File: src/rtl/umul_pkg.sv
// ----------------------------------------------------------------------------
// umul_pkg: shared types and constants of the 128x128 multiplier
// Digit layout, cell count and the bus that runs down the cell chain.
// ----------------------------------------------------------------------------
package umul_pkg;

  localparam int unsigned WordW     = 64;
  localparam int unsigned DigitW    = 32;
  localparam int unsigned NumDigits = 4;
  localparam int unsigned OpW       = DigitW * NumDigits;
  localparam int unsigned ProdW     = 2 * OpW;
  localparam int unsigned PartW     = 2 * DigitW;
  localparam int unsigned NumCells  = NumDigits * NumDigits;
  localparam int unsigned Latency   = NumCells + 1;

  typedef logic [1:0] dig_sel_t;
  typedef logic [2:0] col_pos_t;

  typedef struct packed {
    dig_sel_t a_sel;
    dig_sel_t b_sel;
  } cell_sel_t;

  typedef struct packed {
    logic             vld;
    logic [OpW-1:0]   a;
    logic [OpW-1:0]   b;
    logic [ProdW-1:0] acc;
    logic [PartW-1:0] part;
    col_pos_t         pos;
  } cell_bus_t;

  function automatic logic [ProdW-1:0] place_part(logic [PartW-1:0] part, col_pos_t pos);
    logic [ProdW-1:0] wide;
    wide = {{(ProdW-PartW){1'b0}}, part};
    return wide << {pos, 5'b00000};
  endfunction

endpackage

File: src/rtl/umul_cell.sv
// ----------------------------------------------------------------------------
// umul_cell: one multiply-accumulate cell of the chain
// Multiplies one 32-bit digit pair and folds the previous cell's partial
// product into the running sum, then hands everything to the next cell.
// ----------------------------------------------------------------------------
module umul_cell
  import umul_pkg::*;
(
  input  logic      clk_i,
  input  logic      rst_ni,
  input  cell_sel_t sel_i,
  input  cell_bus_t bus_i,
  output cell_bus_t bus_o
);

  logic [DigitW-1:0] a_dig;
  logic [DigitW-1:0] b_dig;
  logic [PartW-1:0]  part_d;
  logic [ProdW-1:0]  acc_d;
  col_pos_t          pos_d;
  logic              vld_q;
  cell_bus_t         pay_q;

  assign a_dig  = bus_i.a[{sel_i.a_sel, 5'b00000} +: DigitW];
  assign b_dig  = bus_i.b[{sel_i.b_sel, 5'b00000} +: DigitW];
  assign part_d = a_dig * b_dig;
  assign acc_d  = bus_i.acc + place_part(bus_i.part, bus_i.pos);
  assign pos_d  = {1'b0, sel_i.a_sel} + {1'b0, sel_i.b_sel};

  always_ff @(posedge clk_i or negedge rst_ni) begin
    if (!rst_ni) begin
      vld_q <= 1'b0;
    end else begin
      vld_q <= bus_i.vld;
    end
  end

  always_ff @(posedge clk_i) begin
    pay_q.vld  <= 1'b0;
    pay_q.a    <= bus_i.a;
    pay_q.b    <= bus_i.b;
    pay_q.acc  <= acc_d;
    pay_q.part <= part_d;
    pay_q.pos  <= pos_d;
  end

  always_comb begin
    bus_o     = pay_q;
    bus_o.vld = vld_q;
  end

endmodule

File: config.mk
export PLATFORM = sky130hd
export DESIGN_NAME = umul_cell
export DESIGN_NICKNAME = d
export VERILOG_FILES = /design/src/rtl/umul_pkg.sv /design/src/rtl/umul_cell.sv
export SDC_FILE = /design/constraint.sdc
export NUM_CORES = 2
export LEC_CHECK = 0
export BUFFER_PORTS_ARGS = -buffer_cell sky130_fd_sc_hd__buf_4
export CAP_MARGIN = 10
export CORE_AREA = 2 2 451 453
export CTS_BUF_LIST = sky130_fd_sc_hd__clkbuf_16
export DETAILED_ROUTE_END_ITERATION = 8
export DIE_AREA = 0 0 453 455
export SYNTH_ARGS = -nofsm -noshare
export SYNTH_HDL_FRONTEND = slang
export SYNTH_SLANG_ARGS = --single-unit
File: constraint.sdc
create_clock -name clk_i -period 1.4 [get_ports clk_i]
set_clock_uncertainty 0.1 [all_clocks]
set_input_delay 0.14 -clock clk_i [delete_from_list [all_inputs] [get_ports clk_i]]
set_output_delay 0.14 -clock clk_i [all_outputs]
set_load 0.01 [all_outputs]
==> results_dict.tcl <==
set metrics [dict create \
    outcome "finished with violations" \
    violations "negative hold slack, negative setup slack" \
    clockBufferDepth 3 \
    num_io_pins 1166 \
    antenna_found_initial 104 \
    synth_compound_area_frac 0.162 \
    syn-cell-area_um2 68600 \
    setup_viol 896 \
    ys_async_sr_fraction 0.00172 \
    grt_pass1_vias 84627 \
    first_pass_iters 6 \
    syn_inst 8278 \
    crit_top_cell "fa_1" \
    whs_ns -0.292 \
    min_period_ns 7.83 \
    path_class "input port to flip-flop" \
    drive_gt1_frac 0.412 \
    start_util 0.341 \
    routedWlPerCell_um 30.5 \
    cts_sinks 580 \
    cp.required_ns 1.93 \
    drt-total-wl_mm 471 \
    arrival_ns 8.36 \
    synth_ff_type "dfxtp_1" \
    synth_warnings 0 \
    yosys.area_share.adder 0.356 \
    synth_mux_area_frac 0.0257 \
    endpoint_kind "flip-flop" \
    cts_buffers 61 \
    hold_path_end "bus_o[102]$_DFF_P_" \
    fin_util 0.575 \
    final_cell_mix "buf_4 (4,105), nor2_1 (1,008), inv_1 (940)" \
    route.detailed.drc 0 \
    dr.first_iter.drc_count 8892 \
    yosys.area_share.simple 0.171 \
    hold_viol 143 \
    drv_slew 0 \
    maxCapViolCount 0 \
    ctsHoldBuffers 379 \
    grt_overflow 0 \
    nets 14644 \
    core_area_um2 201000 \
    setup_ws_ns -6.43 \
    dp_hpwl_mm 405 \
    relSlewSlack 0.410 \
    min-delay-start "bus_i[102]" \
    synth_seq_cells 580 \
    die-area_um2 206000 \
    grt_start_max_net_pins 42 \
    port-buffer-count 1165 \
    critPathLaunchType "input port" \
    cts-root-buf "clkbuf_16" \
    hold_depth 4 \
    hold_class "input port to flip-flop" \
    slowest_delay_ns 0.58 \
    fillers 18084 \
    critPathMaxFanout 7 \
    cts_max_level 2 \
    cts.clk_slew.worst_paths_ns 0.06 \
    dpl.cell_count 14695 \
    die_y_um 455 \
    avgSynthCellArea_um2 8.29 \
    gp_congestion 1.18 \
    drt-vias-per-instance 5.40 \
    drtAntennaViolNets 0 \
    synth_cell_type_count 93 \
    vias 83426 \
    track_usage 0.444 \
    stdcell_count 15445 \
    synth_edf_count 0 \
    crit_path_top_delay_cell "fa_1" \
    worstMarginPinSlew_ns 0.878 \
    grt_setup_unrepaired "yes" \
    die_w_um 453 \
    area_delta_synth_final_pct 68.5 \
    final_common_cell "buf_4" \
    synth_top_family_by_area "adder cells" \
    finalCritPeriodShare 5.59 \
    synth_xor_area_frac 0.0387 \
    synth-seq-area-share 0.169 \
    core.rowCount 165 \
    cts_tree "yes" \
    synth.net_count 10281 \
    grt_pass1_wl_mm 639 \
    max_clock_freq_mhz 128 \
]
## layout make-up
type                       instances  area (um2)  area share
antenna                           82         205     0.00177
inverter                         960        3610      0.0312
timing repair buffer            4749       39200       0.339
clock buffer                      61        1530      0.0132
clock inverter                    52         569     0.00492
tap                             2672        3340      0.0289
sequential                       580       11600       0.100
multi-input combinational       6289       55600       0.481
## metrics by stage
step | setup WS (ns) | area [um2] | TNS (ns)
floorplan | -6.30 | 71700 | -775.14
global placement | -7.67 | 105000 | -1182.20
detailed placement | -7.66 | 105000 | -1180.56
CTS | -6.25 | 114000 | -912.47
global route | -6.63 | 116000 | -954.32
finish | -6.43 | 116000 | -919.14
## how the worst max path moves through the flow
| stage | to | slack (ns) | from |
|---|---|---|---|
| finish | bus_o[66]$_DFF_P_ | -6.43 | sel_i[0] |
| global route | bus_o[66]$_DFF_P_ | -6.63 | sel_i[3] |
| CTS | bus_o[60]$_DFF_P_ | -6.25 | sel_i[0] |
| detailed placement | bus_o[66]$_DFF_P_ | -7.66 | sel_i[0] |
| global placement | bus_o[60]$_DFF_P_ | -7.67 | sel_i[0] |
| floorplan | bus_o[66]$_DFF_P_ | -6.30 | sel_i[0] |
## registers in the layout (all words and copies together) (netlist names)
name   cells
vld_q      1
bus_o    579
## synth_stat cells, types with 8 or more instances
cell type / count / share of area
a211oi_1: 26 / 0.0028
a21boi_0: 28 / 0.0031
a21o_1: 202 / 0.022
a21oi_1: 546 / 0.040
a221o_1: 8 / 0.0012
a221oi_1: 23 / 0.0029
a22o_1: 32 / 0.0041
a22oi_1: 35 / 0.0038
a311oi_1: 8 / 0.0010
a31o_2: 8 / 0.0010
a31oi_1: 59 / 0.0054
and2_1: 73 / 0.0067
and3_1: 20 / 0.0018
and4_1: 29 / 0.0037
buf_1: 16 / 0.00087
buf_2: 24 / 0.0017
clkbuf_1: 405 / 0.022
dfxtp_1: 579 / 0.17
fa_1: 898 / 0.26
ha_1: 519 / 0.095
inv_1: 960 / 0.052
mux2_2: 62 / 0.010
mux2i_1: 95 / 0.014
nand2_1: 868 / 0.047
nand2b_1: 28 / 0.0026
nand3_1: 75 / 0.0055
nand3b_1: 8 / 0.00087
nand4_1: 194 / 0.018
nor2_1: 1082 / 0.059
nor2b_1: 60 / 0.0055
nor3_1: 93 / 0.0068
nor4_1: 36 / 0.0033
o2111ai_1: 12 / 0.0015
o211ai_1: 24 / 0.0026
o21a_1: 99 / 0.011
o21ai_0: 327 / 0.024
o21ai_1: 42 / 0.0031
o21bai_1: 134 / 0.015
o221ai_1: 9 / 0.0011
o31ai_1: 32 / 0.0035
or2_2: 39 / 0.0036
or3_1: 28 / 0.0026
xnor2_1: 182 / 0.023
xor2_1: 121 / 0.015
## kinds of logic (layout without fill, tap and decap cells)
group,after synthesis,after routing
AOI/OAI and AO/OA,1743,1743
xor gates and xnor gates,303,303
adders and majority gates,1417,1417
buffers and inverters,1409,5822
DFF,580,580
muxes,162,162
other,0,82
and+or+nand+nor,2664,2664
## layer usage
layer	track usage	vias to the layer above	wire, um
met4	0.399	62	51100
met2	0.662	4769	199000
li1	-	36276	-
met5	0	-	448
met1	0.529	41043	176000
met3	0.111	1276	44000
## critical path: cells and delay by family
family	cells	cell delay [ns]
adder cells (fa/ha/maj)	9	4.26
AO/OA/AOI/OAI	10	2.02
buffers and inverters	10	1.22
AND/OR/NAND/NOR	3	0.38
multiplexers	1	0.17
XOR/XNOR	1	0.10
## repair_timing
item                       in CTS  in global routing
resized for setup             391                204
buffers inserted              138                 43
setup endpoints to repair     895                897
pin swaps                     141                121
gates cloned                    8                  0
hold endpoints to repair      433                140
Power is left out: the tool's default activity adds up to more than one toggle a clock period on the data nets, which glitch-free logic cannot reach.
